==> src/rtl/tss_pkg.sv <==
// Shared types and constants for the ternary search unit.
package tss_pkg;

  // Element store geometry
  localparam int DEPTH     = 1024;
  localparam int WORD_BITS = 32;
  localparam int AW        = 10;  // store address bits
  localparam int LEN_W     = 11;  // used_length register width
  localparam int BND_W     = 12;  // signed search window bound, holds -1 .. DEPTH

  // Command queue between front and back
  localparam int QDEPTH = 2;
  localparam int QAW    = 1;

  // x/3 as (x * 683) >> 11, exact for x below 2048
  localparam int RECIP3   = 683;
  localparam int RECIP_SH = 11;

  typedef enum logic {
    OP_STORE  = 1'b0,
    OP_SEARCH = 1'b1
  } op_t;

  typedef struct packed {
    logic                        kind;
    logic [AW-1:0]               slot;
    logic signed [WORD_BITS-1:0] value;
  } in_item_t;

  typedef struct packed {
    logic          found;
    logic [AW-1:0] position;
  } out_item_t;

  // Classified command handed from front to back
  typedef struct packed {
    op_t                         op;
    logic [AW-1:0]               slot;
    logic signed [WORD_BITS-1:0] value;
    logic signed [BND_W-1:0]     hi_init;
  } cmd_t;

endpackage

==> src/rtl/tss_queue.sv <==
// Short command queue decoupling the front end from the search engine.
module tss_queue (
  input  logic          clk,
  input  logic          rst_n,
  input  logic          push,
  output logic          full,
  input  tss_pkg::cmd_t wr_cmd,
  input  logic          pop,
  output logic          empty,
  output tss_pkg::cmd_t rd_cmd
);
  import tss_pkg::*;

  cmd_t             slots_r [QDEPTH];
  logic [QAW-1:0]   wr_ptr_r;
  logic [QAW-1:0]   rd_ptr_r;
  logic [QAW:0]     count_r;
  logic             do_push;
  logic             do_pop;

  assign full    = (count_r == (QAW+1)'(QDEPTH));
  assign empty   = (count_r == '0);
  assign do_push = push && !full;
  assign do_pop  = pop && !empty;
  assign rd_cmd  = slots_r[rd_ptr_r];

  // Store entries
  always_ff @(posedge clk) begin
    if (do_push) begin
      slots_r[wr_ptr_r] <= wr_cmd;
    end
  end

  // Advance pointers and count
  always_ff @(posedge clk) begin
    if (!rst_n) begin
      wr_ptr_r <= '0;
      rd_ptr_r <= '0;
      count_r  <= '0;
    end else begin
      if (do_push) begin
        wr_ptr_r <= wr_ptr_r + QAW'(1);
      end
      if (do_pop) begin
        rd_ptr_r <= rd_ptr_r + QAW'(1);
      end
      case ({do_push, do_pop})
        2'b10:   count_r <= count_r + (QAW+1)'(1);
        2'b01:   count_r <= count_r - (QAW+1)'(1);
        default: count_r <= count_r;
      endcase
    end
  end

endmodule

==> config.mk <==
export PLATFORM = sky130hd
export DESIGN_NAME = tss_queue
export DESIGN_NICKNAME = d
export VERILOG_FILES = /design/src/rtl/tss_pkg.sv /design/src/rtl/tss_queue.sv
export SDC_FILE = /design/constraint.sdc
export NUM_CORES = 1
export LEC_CHECK = 0
export ABC_AREA = 1
export ABC_CLOCK_PERIOD_IN_PS = 8500
export BUFFER_PORTS_ARGS = -buffer_cell sky130_fd_sc_hd__buf_4
export CORE_MARGIN = 2
export CORE_UTILIZATION = 56
export DETAILED_ROUTE_END_ITERATION = 8
export GPL_ROUTABILITY_DRIVEN = 0
export PLACE_DENSITY = 0.84
export REMOVE_ABC_BUFFERS = 1
export SYNTH_ARGS = -nofsm -noshare
export SYNTH_HDL_FRONTEND = slang
export SYNTH_SLANG_ARGS = --single-unit
==> constraint.sdc <==
create_clock -name clk -period 8.5 [get_ports clk]
set_clock_uncertainty 0.15 [all_clocks]
set_input_delay 1.7 -clock clk [delete_from_list [all_inputs] [get_ports clk]]
set_output_delay 1.7 -clock clk [all_outputs]
set_load 0.03 [all_outputs]
==> summary.txt <==
Status
  • Outcome: finished clean

Floorplan
  • Initial core utilization: 57.9%
  • Core area: 7730 sq um
  • IO Count: 116
  • Die Wd: around 93 um
  • Die height: 93.4 um
  • Die Area: 8710 sq um
  • Site Rows: 32

Setup path
  • Worst-path cell with the longest stage delay: dfxtp_4
  • CP peak stage delay: 1000 ps
  • Worst endpoint required time: 6650 ps
  • Arrival time at the worst endpoint: 2140 ps
  • Largest delay contributor family on the critical path: flip-flops
  • Critical path cell sequence: mux2_2, buf_4
  • Setup Crit Path Kind: flop to primary output
  • Worst path bufs/invs: 1
  • Startpoint Class: flop
  • Crit path max fanout: 55
  • Endpoint type of the worst setup path: primary output

Yosys
  • Synth Cell Area: 4470 sq um
  • Post-Synth Adder-Cell Area: 0.280%
  • Warnings from Yosys: 0
  • Mapped Cells: 211
  • Sequential cell area fraction in the yosys report: approximately three quarters
  • Multiplexer share of the synthesized area: 18.1%
  • Largest family of logic cells by synthesized area: multiplexers
  • Post-synthesis register bit count: between 100 and 150
  • Synth unique cells: 15
  • Synth Area in Simple Gates: 2.07%
  • XOR/XNOR Fraction of Synth Area: 0%
  • Synth Area per Inst: approximately 21 sq um
  • Post-synthesis compound-gate area fraction: less than 1%

Timing
  • Count of final setup violators: 0
  • Final hold viol count: 0
  • Rel. slew slack: 32.7%
  • Worst Tran Pin Value: 1010 ps
  • Final min period: roughly 4000 ps
  • Fin Setup TNS: 0 ps
  • Max Fclk: roughly 250 MHz
  • Tcrit/Tclk final: 46.9%
  • Slew Limit Fails: 0
  • RSZ-0062 raised after global routing: false

Route
  • DR WL/cell: between 15 and 20 um
  • Post-route ant nets: 0
  • DRC Markers: 0
  • Vias per cell: 4.91
  • DRT Wirelength: 7130 um
  • Initial DRT Pass Iterations: 4
  • Routed via count: roughly 2200
  • Initial DRC Count: 117

Cells and area
  • Fillers: 447
  • Final Core Density: between 70% and 80%
  • Most common cell after layout, fill and taps aside: buf_4
  • Share of layout cells above drive strength 1: between 50% and 60%
  • Layout Nets: 401
  • Synth-to-Final Area Change: 31.2%
  • Final Cell Area: 5870 sq um
  • Diodes inserted: 0
  • Commonest non-fill, non-tap cells in the layout: buf_4, edfxtp_1, mux2_4

Clocking
  • Resized Gates After CTS: 0
  • # clock sinks: 115
  • Max Buffers Root-to-Sink: 2
  • Clk root buf: clkbuf_8
  • H-Tree Level Count: 4
  • CTS Hold Bufs: 0
  • Clock transition at path regs: 50 ps
  • CTS tree: built
  • Clk_lat worst skew: 490 ps
  • CTS buffer count: 17
  • Post-CTS setup buffer count: 0

GRT
  • Pin count of the biggest net entering global routing: 56
  • Gr ovfl total: 0
  • Initial antenna violation count: 0
  • Global-route wire length before repair: 10900 um
  • Tot GR Track Use: around 17%
  • Vias in the first global route: 2320

Placed design
  • Dpl hpwl: 4480 um
  • Port bufs: between 100 and 150
  • DP Area: approximately 5400 sq um

Power
  • Maximum VDD drop: about 0.16 mV
  • Cell Pwr Density: 296 nW/um^2
  • P_leak: 0.00236 uW
  • Total power: 1730 uW

Min path
  • Hold crit path type: flop to flop

Job
  • Max-cap violations: 0
[state kept, by name (all words and copies together), names as in the netlist, named ones only]
| name | cells |
|---|---|
| rd_ptr_r | 1 |
| count_r | 2 |
| wr_ptr_r | 1 |
| slots_r | 110 |
[per-stage QoR]
stage	hold slack, ps	instances	worst slack, ps
after CTS	370	452	4460
final	359	452	4510
after floorplan	302	205	3630
after detailed placement	336	424	4800
after global routing	404	452	4400
after global placement	322	424	4830
[cell usage after synthesis]
cell	count	area share, %
edfxtp_1	110	74
mux2_4	50	17
nor2_1	12	1.0
inv_1	9	0.76
nand2_1	8	0.67
buf_12	5	2.2
dfxtp_1	5	2.2
mux2_2	5	1.3
a21oi_1	1	0.11
buf_6	1	0.25
ha_1	1	0.28
nand3_1	1	0.11
nand4_1	1	0.14
nor2_2	1	0.14
o21ai_0	1	0.11
[power breakdown]
| group | switching (uW) | internal [uW] | total (uW) |
|---|---|---|---|
| clock | 209 | 372 | 581 |
| combinational | 217 | 193 | 410 |
| sequential | 46.8 | 695 | 742 |
| total | 473 | 1260 | 1730 |
[area by class of cell]
class | count | area [sq um] | share of cell area [%]
flip-flops and latches | 115 | 3410 | 58.1
multi-input cells | 81 | 930 | 15.8
repair buffers | 117 | 878 | 15.0
clock buffers | 18 | 418 | 7.12
well taps | 102 | 128 | 2.18
clock inverters | 10 | 71.3 | 1.22
inverters | 9 | 33.8 | 0.576
[per-layer routing]
metal / global-route usage, % / up-vias / share of wire (%)
li1: - / 1066 / -
met1: 19.5 / 1063 / 39
met2: 28.5 / 90 / 53
met3: 8.06 / 2 / 7.0
met4: 6.99 / 0 / 0.20
met5: 0 / - / 0
[final timing paths]
path	start	to	slack (ps)	depth (start not counted)
setup / recovery	flop	rd_cmd[42]	4510	2
hold / removal	rd_ptr_r	flop	360	2
setup reg to reg	count_r[1]	slots_r[0][8]	6200	6
hold reg to reg	rd_ptr_r	flop	360	2
[cell families (layout without fill, tap and decap cells)]
logic type,Yosys count,in the layout
fa+ha+maj,1,1
buf+inv,15,154
mux,55,55
flops,115,115
simple gates,23,23
compound gates,2,2
[tightest hold or removal path, cell delays in order (launching register included)]
cell,delay [ps]
dfxtp_1,330
nor2_1,60
nor2_1,80
(Power assumes the default switching activity.)
