**config.mk**
```make
export PLATFORM = sky130hd
export DESIGN_NAME = tss_front
export DESIGN_NICKNAME = d
export VERILOG_FILES = /design/src/rtl/tss_pkg.sv /design/src/rtl/tss_front.sv
export SDC_FILE = /design/constraint.sdc
export NUM_CORES = 1
export LEC_CHECK = 0
export CORE_UTILIZATION = 37
export CTS_BUF_LIST = sky130_fd_sc_hd__clkbuf_4 sky130_fd_sc_hd__clkbuf_8 sky130_fd_sc_hd__clkbuf_16
export DETAILED_ROUTE_END_ITERATION = 10
export DONT_BUFFER_PORTS = 1
export GPL_TIMING_DRIVEN = 1
export PLACE_DENSITY_LB_ADDON = 0.12
export SETUP_SLACK_MARGIN = 0.05
export SLEW_MARGIN = 10
export SYNTH_ARGS = -nofsm -noshare
export SYNTH_HDL_FRONTEND = slang
export SYNTH_SLANG_ARGS = --single-unit
```
**constraint.sdc**
```tcl
create_clock -name clk -period 3 [get_ports clk]
set_clock_uncertainty 0.05 [all_clocks]
set_input_delay 0.3 -clock clk [delete_from_list [all_inputs] [get_ports clk]]
set_output_delay 0.3 -clock clk [all_outputs]
set_load 0.02 [all_outputs]
```
**src/rtl/tss_pkg.sv**
```systemverilog
// Shared types and constants for the ternary search unit.
package tss_pkg;

  // Element store geometry
  localparam int DEPTH     = 1024;
  localparam int WORD_BITS = 32;
  localparam int AW        = 10;  // store address bits
  localparam int LEN_W     = 11;  // used_length register width
  localparam int BND_W     = 12;  // signed search window bound, holds -1 .. DEPTH

  // Command queue between front and back
  localparam int QDEPTH = 2;
  localparam int QAW    = 1;

  // x/3 as (x * 683) >> 11, exact for x below 2048
  localparam int RECIP3   = 683;
  localparam int RECIP_SH = 11;

  typedef enum logic {
    OP_STORE  = 1'b0,
    OP_SEARCH = 1'b1
  } op_t;

  typedef struct packed {
    logic                        kind;
    logic [AW-1:0]               slot;
    logic signed [WORD_BITS-1:0] value;
  } in_item_t;

  typedef struct packed {
    logic          found;
    logic [AW-1:0] position;
  } out_item_t;

  // Classified command handed from front to back
  typedef struct packed {
    op_t                         op;
    logic [AW-1:0]               slot;
    logic signed [WORD_BITS-1:0] value;
    logic signed [BND_W-1:0]     hi_init;
  } cmd_t;

endpackage

```
**src/rtl/tss_front.sv**
```systemverilog
// Front end: takes input items, holds the length register and builds commands.
module tss_front (
  input  logic                 clk,
  input  logic                 rst_n,
  input  logic                 in_push,
  output logic                 in_full,
  input  tss_pkg::in_item_t    in_item,
  input  logic                 cfg_valid,
  output logic                 cfg_ready,
  input  logic [tss_pkg::LEN_W-1:0] cfg_data,
  output logic                 q_push,
  input  logic                 q_full,
  output tss_pkg::cmd_t        q_cmd
);
  import tss_pkg::*;

  logic [LEN_W-1:0] used_length_r;
  logic [LEN_W-1:0] len_clip;

  // Length register, written on each config transfer
  assign cfg_ready = 1'b1;

  always_ff @(posedge clk) begin
    if (!rst_n) begin
      used_length_r <= '0;
    end else if (cfg_valid && cfg_ready) begin
      used_length_r <= cfg_data;
    end
  end

  // Clip the length to the store size and derive the upper bound
  always_comb begin
    if (used_length_r > LEN_W'(DEPTH)) begin
      len_clip = LEN_W'(DEPTH);
    end else begin
      len_clip = used_length_r;
    end
  end

  // Build the command and push it on each input transfer
  always_comb begin
    q_cmd.op      = op_t'(in_item.kind);
    q_cmd.slot    = in_item.slot;
    q_cmd.value   = in_item.value;
    q_cmd.hi_init = $signed({1'b0, len_clip}) - $signed(BND_W'(1));
  end

  assign in_full = q_full;
  assign q_push  = in_push && !q_full;

endmodule

```
==> impl_results.rst, run 1 <==
.. list-table::
   :header-rows: 1

   * - Metric
     - Value
   * - Sequential fraction of the synthesis area
     - 21.6%
   * - Comb pwr share
     - 27.9%
   * - CTS Sinks
     - 11
   * - Largest net degree at the start of global routing
     - 12
   * - Number of flip-flops and latches in the synthesized netlist
     - 11
   * - I/O pin count
     - 117
   * - Reported max-cap violation count
     - 0
   * - Total of hold buffers inserted after clock tree synthesis
     - 0
   * - Post-layout power
     - 390 uW
   * - Max_slew headroom
     - 66.3%
   * - R2R Path End
     - used_length_r[10]
   * - Count of cell types in the netlist
     - 29
   * - Area Overhead vs Synth
     - -27.9%
   * - Wire length of the first global-routing pass
     - 2880 um
   * - Minimum clock period after layout
     - 2.72 ns
   * - Routed via count
     - 620
   * - Share of cells above drive strength 1
     - 7.41%
   * - Clock Pin Slew Worst Setup and Hold Paths
     - 0.07 ns
   * - Hold Startpoint
     - rst_n
   * - Number of buffers on the longest clock path
     - 2
   * - Power density of the placed cells
     - 531 nW/um2
   * - Sequential group share of total power
     - 42.7%
   * - Via-per-instance ratio
     - 5.59
   * - Tightest Pin Transition
     - 0.502 ns
   * - Site row count
     - 18
   * - Portion of the clock cycle consumed by the worst path in the final layout
     - 90.7%
   * - Average wire length per cell after detail routing
     - 17.9 um
   * - CP max stage cell
     - dfxtp_1
   * - First drt pass iteration count
     - 3
   * - Crit start category
     - flip-flop
   * - Initial antenna violation count
     - 0
   * - Cell internal power dissipation
     - 254 uW
   * - Antenna violation net count after detailed routing
     - 0
   * - R2R Setup Slk
     - 2.18 ns
   * - Number of pins with negative max-slew slack in the final report
     - 0
   * - Number of instances resized during post-cts repair
     - 0
   * - Max FO, Critical Path
     - 10
   * - Path class of the lowest-slack min-delay path
     - in -> reg
   * - Antenna cells
     - 0
   * - Kind of end point of the critical path
     - primary output
   * - Placed wire-length estimate
     - 1630 um
   * - Number of enable-type register cells in the synthesized netlist
     - 0
   * - Synthesis warning total
     - 0
   * - Die boundary height
     - 54.5 um
   * - Core region area
     - 2540 um2
   * - Drt drc
     - 0
   * - Peak VDD IR
     - 0.269 mV
   * - Largest registers
     - used_length_r x11
   * - Worst EP arrival
     - 2.37 ns
   * - Worst-skew pair later-pin latency
     - 0.27 ns
   * - CP peak stage delay
     - 0.49 ns
   * - WS Path Type
     - reg -> out
   * - H-tree levels
     - 1
   * - Static leakage
     - 0.302 nW
   * - Final WL
     - 1990 um
   * - Synthesized area divided by synthesized cell count
     - 8.08 um2
   * - Share of power burned in the clock network
     - 29.4%
   * - Global route total overflow
     - 0
   * - Sw Pwr
     - 135 uW
   * - Number of nets in the finished design
     - 142
   * - Global placement routability congestion
     - 0.759
   * - Total negative slack
     - 0 ns
   * - Finish-stage setup viols
     - 0
   * - Combined global-route utilization of all metal layers
     - 14.1%
   * - Count of cells along the worst register-to-register path
     - 2
   * - Highest clock rate
     - 368 MHz
   * - Die ar.
     - 2970 um2
   * - Port Buffers
     - 0
   * - Launch instance of the worst register-to-register path
     - used_length_r[10]
   * - Leading post-synthesis cells by cell area
     - buf_4 33%, dfxtp_1 22%, mux2i_1 11%
   * - Setup crit start
     - used_length_r[10]
   * - Width of the die
     - 54.5 um
   * - Initial core utilization
     - 40.0%
   * - Most common flop cell mapped by yosys
     - dfxtp_1
   * - Root cell of the clock tree
     - clkbuf_4
   * - RSZ-0062 raised after global routing
     - yes
   * - Net switching fraction of the power
     - 34.8%
   * - Number of global-route vias before repair
     - 580
   * - Layout fillers
     - 295
   * - Critical Path, Cell by Cell
     - clkinv_1 -> nand2_1 -> ha_1 -> o21ai_0 -> xnor2_1
   * - CTS tree
     - done
   * - Leading area contributor after synthesis
     - buf_4
   * - Synthesized cell area
     - 1020 um2
   * - Number of buffers inserted during clock tree synthesis
     - 3
   * - Number of hold violations in the final report
     - 0
   * - Proportion of netlist area held by the largest area contributor
     - 33.2%
   * - End point of the critical path
     - q_cmd[4]
   * - Largest register FFs
     - 11
   * - Outcome
     - completed
   * - Critical Path RT
     - 2.65 ns
   * - Syn Inst Count
     - 126
   * - Detailed router's first-iteration violation count
     - 3
   * - Setup Buffers After CTS
     - 0
   * - Post-synth net total
     - 186
   * - Share of synthesized registers carrying an async set or reset
     - 0%
   * - Register bank with the most flops
     - used_length_r
==> worst max-delay path: cells and delay by family (launching register included) <==
family,cells,cell delay (ns)
buffers and inverters,1,0.29
DFF,1,0.49
and+or+nand+nor,1,0.28
AOI/OAI and AO/OA,1,0.21
xor gates and xnor gates,1,0.45
adders and majority gates,1,0.37
==> placed cells by master, fill, tap and decap left out <==
| cell | synthesis | final |
|---|---|---|
| and2_1 | 1 | 1 |
| dfxtp_1 | 11 | 11 |
| nand3_1 | 5 | 5 |
| or4_1 | 2 | 2 |
| o21ai_0 | 3 | 3 |
| nor2_1 | 3 | 3 |
| o22ai_1 | 1 | 1 |
| clkinv_1 | 1 | 1 |
| mux2i_1 | 11 | 11 |
| nand2_1 | 4 | 4 |
| xnor2_1 | 2 | 2 |
| a211o_1 | 1 | 1 |
| buf_4 | 45 | 1 |
| nor4_1 | 1 | 1 |
| or4_4 | 1 | 1 |
| conb_1 | 1 | 1 |
| nor3_1 | 1 | 1 |
| nor2b_1 | 13 | 13 |
| or3_1 | 4 | 4 |
| inv_1 | 3 | 3 |
| a311o_1 | 1 | 1 |
| o31ai_1 | 2 | 2 |
| o211ai_1 | 1 | 1 |
| clkbuf_4 | 0 | 4 |
| a311oi_1 | 1 | 1 |
| o21a_1 | 1 | 1 |
| ha_1 | 1 | 1 |
==> per-layer routing <==
layer / share of wire, % / GRT usage [%] / vias to the layer above
li1: - / - / 290
met1: 32 / 14.2 / 271
met2: 50 / 22.6 / 44
met3: 13 / 5.83 / 15
met4: 5.3 / 11.5 / 0
met5: 0 / 0 / -
==> area by class of cell <==
type                            count  area [um2]  share of cell area, %
Clock buffer                        4        30.0                   4.09
Inverter                            4        15.0                   2.04
Timing Repair Buffer                1        7.51                   1.02
Sequential cell                    11         220                   30.0
Tap cell                           30        37.5                   5.11
Multi-Input combinational cell     61         424                   57.8
==> stage by stage <==
step                      area [um2]  hold WS [ns]  setup WS [ns]  util, %  instances
after floorplan                 1020         0.378          0.612        -        126
after global placement           704         0.381          0.605     27.7        107
after detailed placement         704         0.385          0.567     27.7        107
after CTS                        734        0.0968          0.259     28.9        111
after global routing             734        0.0971         0.0460     28.9        111
final                            734        0.0994          0.279     28.9        111
==> power by group through the flow <==
stage / Sequential [mW] / Combinational [mW] / Clock (mW)
final: 0.166 / 0.109 / 0.115
after global placement: 0.170 / 0.110 / 0
after detailed placement: 0.170 / 0.110 / 0
after CTS: 0.166 / 0.110 / 0.116
after floorplan: 0.165 / 0.190 / 0
after global routing: 0.169 / 0.121 / 0.123
==> logic make-up after synthesis <==
| family | after synthesis | share of synthesized area (%) |
|---|---|---|
| AND/OR/NAND/NOR | 35 | 19.8 |
| multiplexers | 11 | 10.8 |
| buffers and inverters | 54 | 36.7 |
| AO/OA/AOI/OAI | 11 | 7.74 |
| other | 1 | 0.368 |
| adder cells (fa/ha/maj) | 1 | 1.23 |
| flip-flops | 11 | 21.6 |
| XOR/XNOR | 2 | 1.72 |
==> worst min-delay path by stage <==
stage                                   to  slack [ns]  depth (start not counted)
after detailed placement  used_length_r[2]        0.38                          1
after floorplan           used_length_r[1]        0.38                          1
after CTS                 used_length_r[8]         0.1                          1
final                     used_length_r[9]         0.1                          1
after global routing      used_length_r[9]         0.1                          1
after global placement    used_length_r[9]        0.38                          1
==> synthesized netlist by cell type, types with 2 or more instances <==
master     n
buf_4     45
clkbuf_1   3
dfxtp_1   11
inv_1      3
mux2i_1   11
nand2_1    4
nand3_1    5
nor2_1     3
nor2b_1   13
o21ai_0    3
o31ai_1    2
or3_1      4
or4_1      2
xnor2_1    2
Power figures use the tool's default switching activity.
==> inputs of run 2 (changes only) <==
--- a/config.mk
+++ b/config.mk
@@ -5,6 +5,7 @@
 export SDC_FILE = /design/constraint.sdc
 export NUM_CORES = 1
 export LEC_CHECK = 0
+export ABC_AREA = 1
 export CORE_UTILIZATION = 37
 export CTS_BUF_LIST = sky130_fd_sc_hd__clkbuf_4 sky130_fd_sc_hd__clkbuf_8 sky130_fd_sc_hd__clkbuf_16
 export DETAILED_ROUTE_END_ITERATION = 10
==> impl_results.rst, run 2 <==
.. list-table::
   :header-rows: 1

   * - Metric
     - Value
   * - Number of global-route vias before repair
     - 606 (+4.5%)
   * - Power density of the placed cells
     - 538 nW/um2 (+1.4%)
   * - Launch instance of the worst register-to-register path
     - used_length_r[7]
   * - Synthesized area divided by synthesized cell count
     - 6.80 um2 (-16%)
   * - Path class of the lowest-slack min-delay path
     - in -> reg
   * - Core region area
     - 2590 um2 (+1.8%)
   * - CP peak stage delay
     - 0.42 ns (-0.07 ns)
   * - Crit-path leading delay family
     - simple AND/OR/NAND/NOR gates
   * - Worst-skew pair later-pin latency
     - 0.27 ns (about the same)
   * - Leading post-synthesis cells by cell area
     - buf_4 32%, dfxtp_1 21%, nor2_1 11%
   * - Setup Buffers After CTS
     - 0 (unchanged)
   * - Port Buffers
     - 0 (unchanged)
   * - Syn Inst Count
     - 155 (+23%)
   * - Largest net degree at the start of global routing
     - 15 (+3)
   * - Die boundary height
     - 55.4 um (+1.6%)
   * - Most used standard cell by instance count after synthesis
     - buf_4
   * - CTS tree
     - done
   * - WS Path Type
     - reg -> out
   * - Routed via count
     - 718 (+16%)
   * - Initial core utilization
     - 40.7% (+0.66 points)
   * - Hold Startpoint
     - rst_n
   * - Count of cells along the worst register-to-register path
     - 2 (unchanged)
   * - Antenna violation net count after detailed routing
     - 0 (unchanged)
   * - Net switching fraction of the power
     - 37.9% (+3.2 points)
   * - I/O pin count
     - 117 (unchanged)
   * - Cell internal power dissipation
     - 254 uW (about the same)
   * - Filler-free cell count of the finished design
     - 140 (+26%)
   * - Largest register FFs
     - 11 (unchanged)
   * - Total negative slack
     - 0 ns (unchanged)
   * - Count of buffering cells on the critical path with inverters included
     - 0 (-1)
   * - Antenna cells
     - 0 (unchanged)
   * - Number of enable-type register cells in the synthesized netlist
     - 0 (unchanged)
   * - Register bank with the most flops
     - used_length_r
   * - Outcome
     - completed
   * - Comb pwr share
     - 31.6% (+3.7 points)
   * - Max FO, Critical Path
     - 14 (+4)
   * - CTS Sinks
     - 11 (unchanged)
   * - Proportion of netlist area held by the largest area contributor
     - 32.1% (-1.1 points)
   * - Worst EP arrival
     - 2.27 ns (-0.10 ns)
   * - Static leakage
     - 0.351 nW (+16%)
   * - Clock Pin Slew Worst Setup and Hold Paths
     - 0.07 ns (about the same)
   * - Largest registers
     - used_length_r x11
   * - Global route total overflow
     - 0 (unchanged)
   * - Worst Hold Endpoint
     - used_length_r[2]
   * - Post-placement cell count
     - 136 (+27%)
   * - Leading area contributor after synthesis
     - buf_4
   * - Portion of the clock cycle consumed by the worst path in the final layout
     - 87.4% (-3.3 points)
   * - Sequential fraction of the synthesis area
     - 20.9% (-0.72 points)
   * - Crit start category
     - flip-flop
   * - Cell type with the highest occurrence count on the critical path
     - nand2_1
   * - First drt pass iteration count
     - 4 (+1)
   * - Site row count
     - 18 (unchanged)
   * - Minimum clock period after layout
     - 2.62 ns (-0.0998 ns)
   * - CP max stage cell
     - xor2_1
   * - Count of cell types in the netlist
     - 25 (-14%)
   * - Sequential group share of total power
     - 41.3% (-1.4 points)
   * - Average wire length per cell after detail routing
     - 13.5 um (-25%)
   * - Share of power burned in the clock network
     - 27.0% (-2.4 points)
   * - Width of the die
     - 55.4 um (+1.6%)
   * - Most common flop cell mapped by yosys
     - dfxtp_1
   * - Die ar.
     - 3060 um2 (+3.3%)
   * - R2R Setup Slk
     - 2.25 ns (+0.07 ns)
   * - Detailed router's first-iteration violation count
     - 7 (+4)
   * - Via-per-instance ratio
     - 5.13 (-8.2%)
   * - Global placement routability congestion
     - 0.689 (-9.2%)
   * - Total of hold buffers inserted after clock tree synthesis
     - 0 (unchanged)
   * - Max_slew headroom
     - 66.8% (+0.55 points)
   * - Final WL
     - 1890 um (-5.1%)
   * - Reported max-cap violation count
     - 0 (unchanged)
   * - Synthesis warning total
     - 0 (unchanged)
   * - Number of buffers on the longest clock path
     - 2 (unchanged)
   * - R2R Path End
     - used_length_r[7]
   * - Layout fillers
     - 302 (+2.4%)
   * - H-tree levels
     - 1 (unchanged)
   * - RSZ-0062 raised after global routing
     - no
   * - Post-layout power
     - 409 uW (+5.0%)
   * - Cells on Worst Hold Path
     - 2 (+1)
   * - Drt drc
     - 0 (unchanged)
   * - Wire length of the first global-routing pass
     - 2850 um (-0.97%)
   * - Number of pins with negative max-slew slack in the final report
     - 0 (unchanged)
   * - Highest clock rate
     - 382 MHz (+3.8%)
   * - Number of flip-flops and latches in the synthesized netlist
     - 11 (unchanged)
   * - Root cell of the clock tree
     - clkbuf_4
   * - Initial antenna violation count
     - 0 (unchanged)
   * - Share of cells above drive strength 1
     - 9.09% (+1.7 points)
   * - Area Overhead vs Synth
     - -27.8%
   * - Sw Pwr
     - 155 uW (+15%)
   * - Peak VDD IR
     - 0.268 mV (-0.30%)
   * - Tightest Pin Transition
     - 0.494 ns (-0.00815 ns)
   * - Share of synthesized registers carrying an async set or reset
     - 0% (unchanged)
   * - Kind of end point of the critical path
     - primary output
   * - Worst setup slack after placement
     - 0.634 ns (+0.0670 ns)
   * - Placed wire-length estimate
     - 1490 um (-8.6%)
   * - Critical Path, Cell by Cell
     - nor2_1 -> nand3_1 -> o21bai_4 -> nand2_1 -> ha_1 -> nand2_1 -> xor2_1
   * - Slack of the critical path
     - 0.379 ns (+0.0998 ns)
   * - Commonest non-fill, non-tap cells in the layout
     - 30 x nor2_1, 18 x nand2_1, 14 x o21ai_0, 11 x dfxtp_1, 9 x inv_1
   * - Combined global-route utilization of all metal layers
     - 11.7% (-2.4 points)
   * - Number of instances resized during post-cts repair
     - 0 (unchanged)
   * - Top cell types by occurrence after synthesis
     - 45 x buf_4, 30 x nor2_1, 18 x nand2_1
   * - Number of hold violations in the final report
     - 0 (unchanged)
   * - Critical Path RT
     - 2.65 ns (about the same)
   * - Number of buffers inserted during clock tree synthesis
     - 3 (unchanged)
   * - Most common library cell in the layout ignoring fill and taps
     - nor2_1
   * - Synthesized cell area
     - 1050 um2 (+3.4%)
   * - Finish-stage setup viols
     - 0 (unchanged)
   * - Number of nets in the finished design
     - 171 (+20%)
   * - Post-synth net total
     - 215 (+16%)
==> run 2: power groups by stage <==
stage / clock [mW] / sequential, mW / combinational [mW]
6_report: 0.111 / 0.169 / 0.129
5_1_grt: 0.121 / 0.171 / 0.143
4_1_cts: 0.114 / 0.169 / 0.132
3_5_place_dp: 0 / 0.173 / 0.132
3_3_place_gp: 0 / 0.172 / 0.132
2_1_floorplan: 0 / 0.169 / 0.209
==> run 2: per-stage QoR <==
| step | hold WS (ns) | utilization, % | cell area (um2) |
|---|---|---|---|
| 2_1_floorplan | 0.385 | - | 1050 |
| 3_3_place_gp | 0.388 | 28.2 | 731 |
| 3_5_place_dp | 0.392 | 28.2 | 731 |
| 4_1_cts | 0.100 | 29.4 | 761 |
| 5_1_grt | 0.102 | 29.4 | 761 |
| 6_report | 0.107 | 29.4 | 761 |
==> run 2: cells by family (layout without fill, tap and decap cells) <==
family                     Yosys count  in the layout  share of synthesized area [%]
AOI/OAI and AO/OA                   24             24                           14.4
xor gates and xnor gates             5              5                           4.87
adders and majority gates            1              1                           1.19
buffers and inverters               58             13                           37.4
DFF                                 11             11                           20.9
other                                1              1                          0.356
and+or+nand+nor                     55             55                           20.9
==> run 2: layout make-up <==
cell class,count,area [um2],share of cell area [%]
clock buffers,4,30.0,3.95
well taps,30,37.5,4.93
inverters,9,33.8,4.44
flip-flops and latches,11,220,28.9
multi-input cells,86,439,57.7
==> run 2: worst max-delay path by stage <==
| stage | from | end | slack [ns] | cells past startpoint |
|---|---|---|---|---|
| 3_5_place_dp | used_length_r[4] | q_cmd[6] | 0.63 | 7 |
| 3_3_place_gp | used_length_r[7] | q_cmd[6] | 0.65 | 7 |
| 4_1_cts | used_length_r[4] | q_cmd[6] | 0.33 | 7 |
| 2_1_floorplan | used_length_r[4] | q_cmd[6] | 0.88 | 8 |
| 5_1_grt | used_length_r[2] | q_cmd[6] | 0.20 | 7 |
| 6_report | used_length_r[4] | q_cmd[6] | 0.38 | 7 |
==> run 2: metal layers <==
layer	wire length [um]	global-route usage (%)	up-vias
met2	800	16.5	43
met1	786	13.8	301
met3	205	4.68	23
met5	0	0	-
met4	95	9.29	0
li1	-	-	351
